<file path="config.mk">
export PLATFORM = sky130hd
export DESIGN_NAME = indexed_list_insert_remove
export DESIGN_NICKNAME = d
export VERILOG_FILES = /design/src/hw/rtl/ilir_pkg.sv /design/src/hw/rtl/ilir_ram.sv /design/src/hw/rtl/indexed_list_insert_remove.sv
export SDC_FILE = /design/constraint.sdc
export NUM_CORES = 2
export LEC_CHECK = 0
export CAP_MARGIN = 20
export CORE_ASPECT_RATIO = 2
export CORE_MARGIN = 2
export CORE_UTILIZATION = 65
export CTS_BUF_LIST = sky130_fd_sc_hd__clkbuf_16
export CTS_CLUSTER_DIAMETER = 40
export CTS_CLUSTER_SIZE = 14
export DETAILED_ROUTE_END_ITERATION = 6
export DONT_BUFFER_PORTS = 1
export PLACE_DENSITY = 0.8
export REMOVE_ABC_BUFFERS = 1
export SLEW_MARGIN = 20
export SYNTH_ARGS = -nofsm -noshare
export SYNTH_HDL_FRONTEND = slang
export SYNTH_SLANG_ARGS = --single-unit
</file>
<file path="constraint.sdc">
create_clock -name clock -period 14.05 [get_ports clock]
set_clock_uncertainty 0.1 [all_clocks]
set_input_delay 0.7025 -clock clock [delete_from_list [all_inputs] [get_ports clock]]
set_output_delay 0.7025 -clock clock [all_outputs]
set_load 0.005 [all_outputs]
</file>
<file path="src/hw/rtl/ilir_pkg.sv">
// shared constants, command codes, controller states and transaction types for the indexed list
package ilir_pkg;

   localparam int DEPTH      = 64;
   localparam int WORD_BITS  = 32;
   localparam int ADDR_BITS  = $clog2(DEPTH);
   localparam int COUNT_BITS = 7;

   typedef enum logic [1:0] {
      CMD_INSERT = 2'd0,
      CMD_REMOVE = 2'd1,
      CMD_SET    = 2'd2,
      CMD_GET    = 2'd3
   } command_type;

   typedef enum logic [1:0] {
      ST_IDLE,
      ST_SHIFT,
      ST_FINISH,
      ST_RESPOND
   } state_type;

   typedef struct packed {
      command_type                  command;
      logic [COUNT_BITS-1:0]        position;
      logic signed [WORD_BITS-1:0]  write_word;
   } req_type;

   typedef struct packed {
      logic                         ok;
      logic signed [WORD_BITS-1:0]  read_word;
      logic [COUNT_BITS-1:0]        entry_count;
   } rsp_type;

endpackage

</file>
<file path="src/hw/rtl/ilir_ram.sv">
// simple dual-port synchronous ram, one write port and one registered read port
module ilir_ram #(
   parameter int RAM_DEPTH = 64,
   parameter int DATA_BITS = 32,
   localparam int RAM_ADDR_BITS = $clog2(RAM_DEPTH)
) (
   input  logic                     clock,
   input  logic                     wr_en,
   input  logic [RAM_ADDR_BITS-1:0] wr_addr,
   input  logic [DATA_BITS-1:0]     wr_data,
   input  logic                     rd_en,
   input  logic [RAM_ADDR_BITS-1:0] rd_addr,
   output logic [DATA_BITS-1:0]     rd_data
);

   logic [DATA_BITS-1:0] mem [RAM_DEPTH];
   logic [DATA_BITS-1:0] rd_data_ff;

   always_ff @(posedge clock) begin
      if (wr_en) begin
         mem[wr_addr] <= wr_data;
      end
   end

   always_ff @(posedge clock) begin
      if (rd_en) begin
         rd_data_ff <= mem[rd_addr];
      end
   end

   assign rd_data = rd_data_ff;

endmodule

</file>
<file path="src/hw/rtl/indexed_list_insert_remove.sv">
// top level of the indexed list: command sequencer around a single entry ram
//
// channel  direction  payload    handshake
// req_     in         req_type   req_valid / req_stall   (command, position, write_word)
// rsp_     out        rsp_type   rsp_valid / rsp_stall   (ok, read_word, entry_count)
//
// sequence: set, get, any failing command, a tail insert and a last-entry remove skip the shift;
//   other inserts shift m entries and then write the new word, other removes shift m entries,
//   m = entries moved; the ram's single write port moves one entry per cycle
// reset: synchronous, clears the entry count, the controller and the result valid flag;
//   entry contents stay undefined until written
// stalls: a finished result sits in the output register while the next transaction
//   is taken; the controller waits in its respond state only if that register is still full
module indexed_list_insert_remove
   import ilir_pkg::*;
(
   input  logic    clock,
   input  logic    reset,
   input  logic    req_valid,
   output logic    req_stall,
   input  req_type req_data,
   output logic    rsp_valid,
   input  logic    rsp_stall,
   output rsp_type rsp_data
);

   // controller and operation registers
   state_type               state_ff, state_in;
   command_type             op_cmd_ff, op_cmd_in;
   logic [WORD_BITS-1:0]    op_word_ff, op_word_in;
   logic [ADDR_BITS-1:0]    op_pos_ff, op_pos_in;
   logic                    ok_ff, ok_in;
   logic [COUNT_BITS-1:0]   count_ff, count_in;

   // shift sequencer
   logic [ADDR_BITS-1:0]    rd_addr_ff, rd_addr_in;
   logic [COUNT_BITS-1:0]   left_ff, left_in;
   logic                    wr_pend_ff, wr_pend_in;
   logic [ADDR_BITS-1:0]    wr_addr_ff, wr_addr_in;

   // output register
   logic                    rsp_valid_ff, rsp_valid_in;
   rsp_type                 rsp_data_ff, rsp_data_in;

   // ram ports
   logic                    mem_wr_en;
   logic [ADDR_BITS-1:0]    mem_wr_addr;
   logic [WORD_BITS-1:0]    mem_wr_data;
   logic                    mem_rd_en;
   logic [ADDR_BITS-1:0]    mem_rd_addr;
   logic [WORD_BITS-1:0]    mem_q;

   // decode of the incoming transaction against the current count
   logic                    ins_ok;
   logic                    pos_ok;
   logic                    at_end;
   logic                    at_last;
   logic                    slot_free;
   logic [COUNT_BITS-1:0]   count_dec;
   logic [COUNT_BITS-1:0]   pos_inc;

   assign count_dec = count_ff - COUNT_BITS'(1);
   assign pos_inc   = req_data.position + COUNT_BITS'(1);
   assign ins_ok    = (req_data.position <= count_ff) && (count_ff < COUNT_BITS'(DEPTH));
   assign pos_ok    = req_data.position < count_ff;
   // insert at the tail moves nothing, nor does removing the last entry
   assign at_end    = req_data.position == count_ff;
   assign at_last   = req_data.position == count_dec;
   assign slot_free = !rsp_valid_ff || !rsp_stall;

   ilir_ram #(
      .RAM_DEPTH (DEPTH),
      .DATA_BITS (WORD_BITS)
   ) u_ram (
      .clock   (clock),
      .wr_en   (mem_wr_en),
      .wr_addr (mem_wr_addr),
      .wr_data (mem_wr_data),
      .rd_en   (mem_rd_en),
      .rd_addr (mem_rd_addr),
      .rd_data (mem_q)
   );

   // next state
   always_comb begin
      state_in = state_ff;
      case (state_ff)
         ST_IDLE: begin
            if (req_valid) begin
               state_in = ST_RESPOND;
               if (req_data.command == CMD_INSERT && ins_ok && !at_end) begin
                  state_in = ST_SHIFT;
               end
               if (req_data.command == CMD_REMOVE && pos_ok && !at_last) begin
                  state_in = ST_SHIFT;
               end
            end
         end
         ST_SHIFT: begin
            if (left_ff == '0) begin
               state_in = (op_cmd_ff == CMD_INSERT) ? ST_FINISH : ST_RESPOND;
            end
         end
         ST_FINISH: begin
            state_in = ST_RESPOND;
         end
         ST_RESPOND: begin
            if (slot_free) begin
               state_in = ST_IDLE;
            end
         end
         default: begin
            state_in = ST_IDLE;
         end
      endcase
   end

   // datapath, ram control and result
   always_comb begin
      op_cmd_in    = op_cmd_ff;
      op_word_in   = op_word_ff;
      op_pos_in    = op_pos_ff;
      ok_in        = ok_ff;
      count_in     = count_ff;
      rd_addr_in   = rd_addr_ff;
      left_in      = left_ff;
      wr_pend_in   = 1'b0;
      wr_addr_in   = wr_addr_ff;
      rsp_valid_in = rsp_valid_ff && rsp_stall;
      rsp_data_in  = rsp_data_ff;
      mem_wr_en    = 1'b0;
      mem_wr_addr  = op_pos_ff;
      mem_wr_data  = op_word_ff;
      mem_rd_en    = 1'b0;
      mem_rd_addr  = rd_addr_ff;

      case (state_ff)
         ST_IDLE: begin
            if (req_valid) begin
               op_cmd_in  = req_data.command;
               op_word_in = req_data.write_word;
               op_pos_in  = req_data.position[ADDR_BITS-1:0];
               case (req_data.command)
                  CMD_INSERT: begin
                     ok_in = ins_ok;
                     if (ins_ok) begin
                        count_in = count_ff + COUNT_BITS'(1);
                        if (at_end) begin
                           mem_wr_en   = 1'b1;
                           mem_wr_addr = req_data.position[ADDR_BITS-1:0];
                           mem_wr_data = req_data.write_word;
                        end
                        // walk down from the tail, each entry one place up
                        rd_addr_in = count_dec[ADDR_BITS-1:0];
                        left_in    = count_ff - req_data.position;
                     end
                  end
                  CMD_REMOVE: begin
                     ok_in = pos_ok;
                     if (pos_ok) begin
                        count_in = count_dec;
                        // walk up from the entry after the hole, each one place down
                        rd_addr_in = pos_inc[ADDR_BITS-1:0];
                        left_in    = count_dec - req_data.position;
                     end
                  end
                  CMD_SET: begin
                     ok_in = pos_ok;
                     if (pos_ok) begin
                        mem_wr_en   = 1'b1;
                        mem_wr_addr = req_data.position[ADDR_BITS-1:0];
                        mem_wr_data = req_data.write_word;
                     end
                  end
                  CMD_GET: begin
                     ok_in = pos_ok;
                     if (pos_ok) begin
                        mem_rd_en   = 1'b1;
                        mem_rd_addr = req_data.position[ADDR_BITS-1:0];
                     end
                  end
                  default: begin
                     ok_in = 1'b0;
                  end
               endcase
            end
         end
         ST_SHIFT: begin
            // write back the entry read in the previous cycle
            if (wr_pend_ff) begin
               mem_wr_en   = 1'b1;
               mem_wr_addr = wr_addr_ff;
               mem_wr_data = mem_q;
            end
            if (left_ff != '0) begin
               mem_rd_en   = 1'b1;
               mem_rd_addr = rd_addr_ff;
               wr_pend_in  = 1'b1;
               left_in     = left_ff - COUNT_BITS'(1);
               if (op_cmd_ff == CMD_INSERT) begin
                  wr_addr_in = rd_addr_ff + ADDR_BITS'(1);
                  rd_addr_in = rd_addr_ff - ADDR_BITS'(1);
               end else begin
                  wr_addr_in = rd_addr_ff - ADDR_BITS'(1);
                  rd_addr_in = rd_addr_ff + ADDR_BITS'(1);
               end
            end
         end
         ST_FINISH: begin
            // new word into the gap opened by the shift
            mem_wr_en   = 1'b1;
            mem_wr_addr = op_pos_ff;
            mem_wr_data = op_word_ff;
         end
         ST_RESPOND: begin
            if (slot_free) begin
               rsp_valid_in            = 1'b1;
               rsp_data_in.ok          = ok_ff;
               rsp_data_in.read_word   = (op_cmd_ff == CMD_GET && ok_ff) ? mem_q : '0;
               rsp_data_in.entry_count = count_ff;
            end
         end
         default: begin
         end
      endcase
   end

   always_ff @(posedge clock) begin
      if (reset) begin
         state_ff     <= ST_IDLE;
         count_ff     <= '0;
         wr_pend_ff   <= 1'b0;
         rsp_valid_ff <= 1'b0;
      end else begin
         state_ff     <= state_in;
         count_ff     <= count_in;
         wr_pend_ff   <= wr_pend_in;
         rsp_valid_ff <= rsp_valid_in;
      end
   end

   always_ff @(posedge clock) begin
      op_cmd_ff   <= op_cmd_in;
      op_word_ff  <= op_word_in;
      op_pos_ff   <= op_pos_in;
      ok_ff       <= ok_in;
      rd_addr_ff  <= rd_addr_in;
      left_ff     <= left_in;
      wr_addr_ff  <= wr_addr_in;
      rsp_data_ff <= rsp_data_in;
   end

   assign req_stall = state_ff != ST_IDLE;
   assign rsp_valid = rsp_valid_ff;
   assign rsp_data  = rsp_data_ff;

   // entry count never passes the store depth
   a_count_bound: assert property (@(posedge clock) disable iff (reset)
      count_ff <= COUNT_BITS'(DEPTH))
      else $error("entry count beyond depth");

   // a move never reads the entry it writes in the same cycle
   a_no_rw_overlap: assert property (@(posedge clock) disable iff (reset)
      mem_wr_en && mem_rd_en |-> mem_wr_addr != mem_rd_addr)
      else $error("ram read and write at the same address");

   // a pending write-back only lives inside the shift
   a_pend_in_shift: assert property (@(posedge clock) disable iff (reset)
      wr_pend_ff |-> state_ff == ST_SHIFT)
      else $error("write-back pending outside shift");

   // a failed command returns a zero word
   a_fail_zero: assert property (@(posedge clock) disable iff (reset)
      rsp_valid_ff && !rsp_data_ff.ok |-> rsp_data_ff.read_word == '0)
      else $error("failed command returned data");

   // the count moves only while a transaction is taken
   a_count_on_accept: assert property (@(posedge clock) disable iff (reset)
      state_ff != ST_IDLE |=> count_ff == $past(count_ff))
      else $error("entry count changed outside accept");

endmodule
</file>
# After elaboration in Yosys (flattened, before gate mapping)
# Memory sizes are Yosys's and may differ from the RTL's. A register that Yosys moved wholly into a read port is not among the register bits.
# Cells that the tools add are included.
# classes
addsub,8
magnitude_cmp,3
n_eq_ne,18
n_mux,58
bitwise,1
n_reduce_logical,28
# op_table
cell,count
$mux W32,5
$pmux W32 S2,2
$mux W6,15
$pmux W6 S2,4
$mux W7,6
$pmux W7 S2,3
$eq A7 B7 Y1,2
$sub A7 B1 Y7 const B,2
$sub A7 B7 Y7,2
$mux W1,13
$add A6 B1 Y6 const B,2
$ne A2 B2 Y1 const B,6
$eq A2 B2 Y1 const B,5
$mux W2,5
$ne A3 B3 Y1 const B,3
$pmux W2 S4,1
$add A7 B1 Y7 const B,1
$le A7 B7 Y1,1
$logic_and A1 B1 Y1,7
$logic_not A7 Y1,1
$lt A7 B7 Y1,1
$lt A7 B7 Y1 const B,1
$reduce_bool A7 Y1,1
$logic_not A2 Y1,3
other kinds (14),24
# totals
register_bits,111
ramBits,2048
input_bits,45
out_inout_bits,42
elab_cells,131
n_memories,1
# memory_table
memory,words,word_bits,read_ports,rd_clocked_by_memory_dff,wr,line_no,source
u_ram.mem,64,32,1,1,1,ilir_ram.sv:16,logic [DATA_BITS-1:0] mem [RAM_DEPTH];

# Logic depth before layout (Yosys ltp)
# depth
depth_word,8
mapped_depth,16
mapped_depth_nobuf,12

# Cells and area by module
# From an unflattened synthesis, not the netlist that was laid out.
# hier_totals
hier_cells,4293
area_unflattened_um2,86236.5
# by_module_without_submodules
module,instances,cells_per_inst,area_each_um2,seq_area_each_um2
ilir_ram,1,3572,79206.0,62459.9
indexed_list_insert_remove,1,721,7030.5,3223.1

# Least setup slack after synthesis
# Ideal clock, no wire load.
# synth_path
path_kind,input port to flip-flop
startpoint,input req_data[35] (netlist name)
endpoint,"memory u_ram.mem[0][18], data pin"
setup_ps,567
t_arrival_ps,5068
t_required_ps,13383
path_slack_ps,8315
path_stages,11
path_buffers,3
path_cell_list,clkbuf_1 -> inv_1 -> ha_1 -> nand4_1 -> or3_1 -> clkbuf_1 -> mux2_2 -> nor2_1 -> clkbuf_1 -> mux2i_1 -> o221ai_1
# synth_via
elab_chain_cells,6
word_cells_on_any_way,10
cone_classes,2 x order compare; 1 x eq/ne; 6 x mux; 1 x reduce/logical
# synth_lines
element,line_no,source
"start, declared",indexed_list_insert_remove.sv:21,"input req_type req_data,"
$le A7 B7 Y1 / $eq A7 B7 Y1 (equally long branches),"indexed_list_insert_remove.sv:64, indexed_list_insert_remove.sv:67",
$logic_and A1 B1 Y1 / $mux W32 (equally long branches),"indexed_list_insert_remove.sv:64, indexed_list_insert_remove.sv:148",
$mux W32,indexed_list_insert_remove.sv:146,if (ins_ok) begin
$pmux W32 S2 (*),indexed_list_insert_remove.sv:143,case (req_data.command)
$mux W32 (*),indexed_list_insert_remove.sv:139,if (req_valid) begin
$pmux W32 S2 (*),indexed_list_insert_remove.sv:137,case (state_ff)
net mem_wr_data[18],indexed_list_insert_remove.sv:48,logic [WORD_BITS-1:0] mem_wr_data;
"end, declared",ilir_ram.sv:16,
# Mark *: on every way through the listed nets, which the timed path passes. The rest lies on a longest branch.

# Worst setup path in the final report
# layout_path
startpoint,register state_ff[0]
endpoint,"register u_ram.rd_data_ff[21], in the netlist u_ram.rd_data[21], read port of u_ram.mem, data pin"
# layout_via
elab_chain_cells,2
word_cells_on_any_way,4
cone_classes,1 x eq/ne; 2 x mux; 1 x reduce/logical
# layout_lines
element,line_no,source
"start, declared",indexed_list_insert_remove.sv:28,"state_type state_ff, state_in;"
"start signal, assigned",indexed_list_insert_remove.sv:235,state_ff <= state_in;
$eq A2 B1 Y1 / $logic_not A2 Y1 (equally long branches),indexed_list_insert_remove.sv:137,
$pmux W1 S2 / $mux W6 (equally long branches),n/a,
"end, declared",ilir_ram.sv:17,logic [DATA_BITS-1:0] rd_data_ff;
# Parallel ways exist; a longest one is shown, timed or not.
# A chain may end at the register's enable or synchronous reset.

==> reports/results.ini <==
[synth]
ys_seq_area_frac=0.762
synth_seq_cells=2191
synth_area_leader_cell=edfxtp_1
synth.avg_cell_area_um2=14.5
synth-edff-count=2180
synth_area_leaders=edfxtp_1 (76%), nand2_1 (6.2%), mux2i_1 (4.4%)
netlist_instances=5951
synthDistinctLibCells=54
ys.flop_type=edfxtp_1
yosys_warnings=0
synthArstFlopShare=0
syn_area_mm2=0.0862
yosys.area.top_type_share=0.759

[clock_network]
clock_sinks=2191
cts_buffer_depth=3
cts_max_level=4
insertion_delay_ns=0.81
clk_pin_slew_ns=0.06
postCtsHoldBufs=42
post-cts-setup-buffer-count=0
cts-resized-gates=0
cts_buffers=178
cts_tree=done
cts-root-buf=clkbuf_16

[sta]
hold-worst-slack_ns=0.131
min_period_ns=6.98
maxSlewViolCount=0
worst_pin_slew_ns=1.14
period_share=0.497
slew_headroom=0.242
hold_viol=0
rsz0062_at_grt=false
fmaxAchievable_mhz=143
fin_ws_ns=7.07
setup_viol=0
setup-tns-final_ns=0

[power]
ir_drop_mv=0.218
internal-power_w=0.0123
p_per_area_mw_per_mm2=195
pwr-share-seq=0.494
p_switching_w=0.00612
switching_share=0.332
p_comb_frac=0.264
p_leak_nw=31.6
clock_power_share=0.242

[floorplanning]
coreArea_mm2=0.132
rows=189
die_w_um=262
start_util=0.652
fp.dieArea_mm2=0.136
ioPinCount=87
die_height_um=519

[global_route]
track_usage=0.342
grt_max_degree=234
grt_remaining_overflow=0
grt_pass1_wl_um=337000
antenna_found_initial=15
grt_pass1_vias=54071

[min_path]
holdPathStages=3
hp-start=req_data[40]
hold_path_class=input port to flip-flop

[worst_setup_path]
cp-start-kind=flip-flop
worst-path-max-fanout=69
rr_startpoint=state_ff[0]
cp_data_required_time_ns=14.44
worstPathArrival_ns=7.37
worstSetupPathType=flip-flop to flip-flop
rr_worst_depth=16
cp-end-kind=flip-flop
crit_start=state_ff[0]

[finish]
fin_cells=7739
final_nets=6053
syn_to_final_growth_pct=9.51
fill_cells=7689
drive_above_1_share=0.0831

[routing]
wirelength_um=233000
dr.pass1.iters=7
drtAntennaViolNets=0
drc=12
via_per_inst=6.98
wl_per_cell_um=30.1
first_iter_violations=7884
vias=53998

[run_status]
status=finished, violations left
violations=design-rule violations

[placement]
dpl.hpwl_um=133000
place.gp.congestion=0.946
place_ws_ns=7.25
dp.cells=7476
port_buffers=0

[run]
max_cap_viol_count=0

-- cells in the mapped netlist, drive strengths merged (11+ instances only) --
| cell type | number |
|---|---|
| buf | 117 |
| nand2 | 1417 |
| a32oi | 97 |
| nor4 | 36 |
| a21oi | 294 |
| clkbuf | 240 |
| nand3 | 210 |
| a222oi | 25 |
| mux2i | 380 |
| a221oi | 33 |
| inv | 50 |
| dfxtp | 11 |
| mux2 | 29 |
| xor2 | 12 |
| nand4 | 68 |
| o21ai | 13 |
| o22ai | 128 |
| a31oi | 166 |
| nor2 | 116 |
| and2 | 37 |
| xnor2 | 27 |
| edfxtp | 2180 |
| or4 | 64 |
| o221ai | 12 |
| ha | 24 |
| nor3 | 11 |
| and3 | 69 |
-- worst paths after layout --
check / to / slack (ns)
max reg2reg: u_ram.rd_data[21] / 7.07
min reg2reg: state_ff[1] / 0.44
min: count_ff[5] / 0.13
max: u_ram.rd_data[21] / 7.07
-- routing by layer --
layer / part of all wire / up-vias / track usage
met5: 0.00050 / - / 0
met4: 0.075 / 14 / 0.226
met3: 0.11 / 1037 / 0.0703
met2: 0.50 / 4362 / 0.573
met1: 0.31 / 26151 / 0.396
li1: - / 22434 / -
-- power by group through the flow --
stage / registers (W) / logic, W / clock network [W]
global route: 0.00911 / 0.00510 / 0.00467
detailed placement: 0.00921 / 0.00467 / 0
finish: 0.00910 / 0.00487 / 0.00446
global placement: 0.00920 / 0.00451 / 0
floorplan: 0.00920 / 0.00405 / 0
CTS: 0.00908 / 0.00471 / 0.00447
-- critical path: stages, from the launching register on --
cell and delay, ns:
dfxtp_1 0.34, inv_1 0.13, ha_1 0.16, buf_4 0.38, and2_2 0.22, buf_4 0.52, nand3_1 0.25, a211oi_4 0.24
buf_4 0.36, mux2i_4 0.29, buf_4 0.77, buf_4 0.84, buf_4 0.71, mux2i_1 0.26, o22ai_1 0.13, nor4_1 0.61
nand4_1 0.16
-- placed cells by master, fill, tap and decap left out, drive strengths merged, types with 116 or more instances in the layout --
cell,netlist,layout
o22ai,128,128
a21oi,294,294
a31oi,166,166
nand2,1417,1417
nand3,210,210
mux2i,380,380
clkbuf,240,182
nor2,116,116
edfxtp,2180,2180
buf,117,165
-- sequential cells by signal, summed over array words and instances, names as in the netlist, 2 cells and up --
signal / flops
u_ram.mem: 2048
rsp_data: 40
op_word_ff: 32
u_ram.rd_data: 32
count_ff: 7
left_ff: 7
op_pos_ff: 6
rd_addr_ff: 6
wr_addr_ff: 6
op_cmd_ff: 2
state_ff: 2
-- cell type report --
cell class | count | area, um^2 | area share
inverters | 51 | 191 | 0.00203
clock buffers | 181 | 4530 | 0.0480
flip-flops and latches | 2191 | 65700 | 0.695
repair buffers | 208 | 1760 | 0.0186
multi-input cells | 3352 | 19800 | 0.210
clock inverters | 34 | 302 | 0.00319
diodes | 3 | 7.51 | 0.0000795
well taps | 1719 | 2150 | 0.0228
-- cells by family (layout without fill, tap and decap cells) --
family | after synthesis | count (layout) | synth area share
and+or+nand+nor | 2059 | 2059 | 0.103
AOI/OAI and AO/OA | 819 | 819 | 0.0613
other | 0 | 3 | 0
DFF | 2191 | 2191 | 0.762
buffers and inverters | 408 | 474 | 0.0185
xor gates and xnor gates | 39 | 39 | 0.00396
adders and majority gates | 26 | 26 | 0.00395
muxes | 409 | 409 | 0.0479
-- through the flow --
stage | power [W] | area [um^2] | utilization
after detailed placement | 0.0139 | 89100 | 0.674
after CTS | 0.0183 | 94400 | 0.714
after global placement | 0.0137 | 89100 | 0.674
final | 0.0184 | 94400 | 0.714
after global routing | 0.0189 | 94400 | 0.714
after floorplan | 0.0133 | 84800 | -
(Power assumes the default switching activity.)
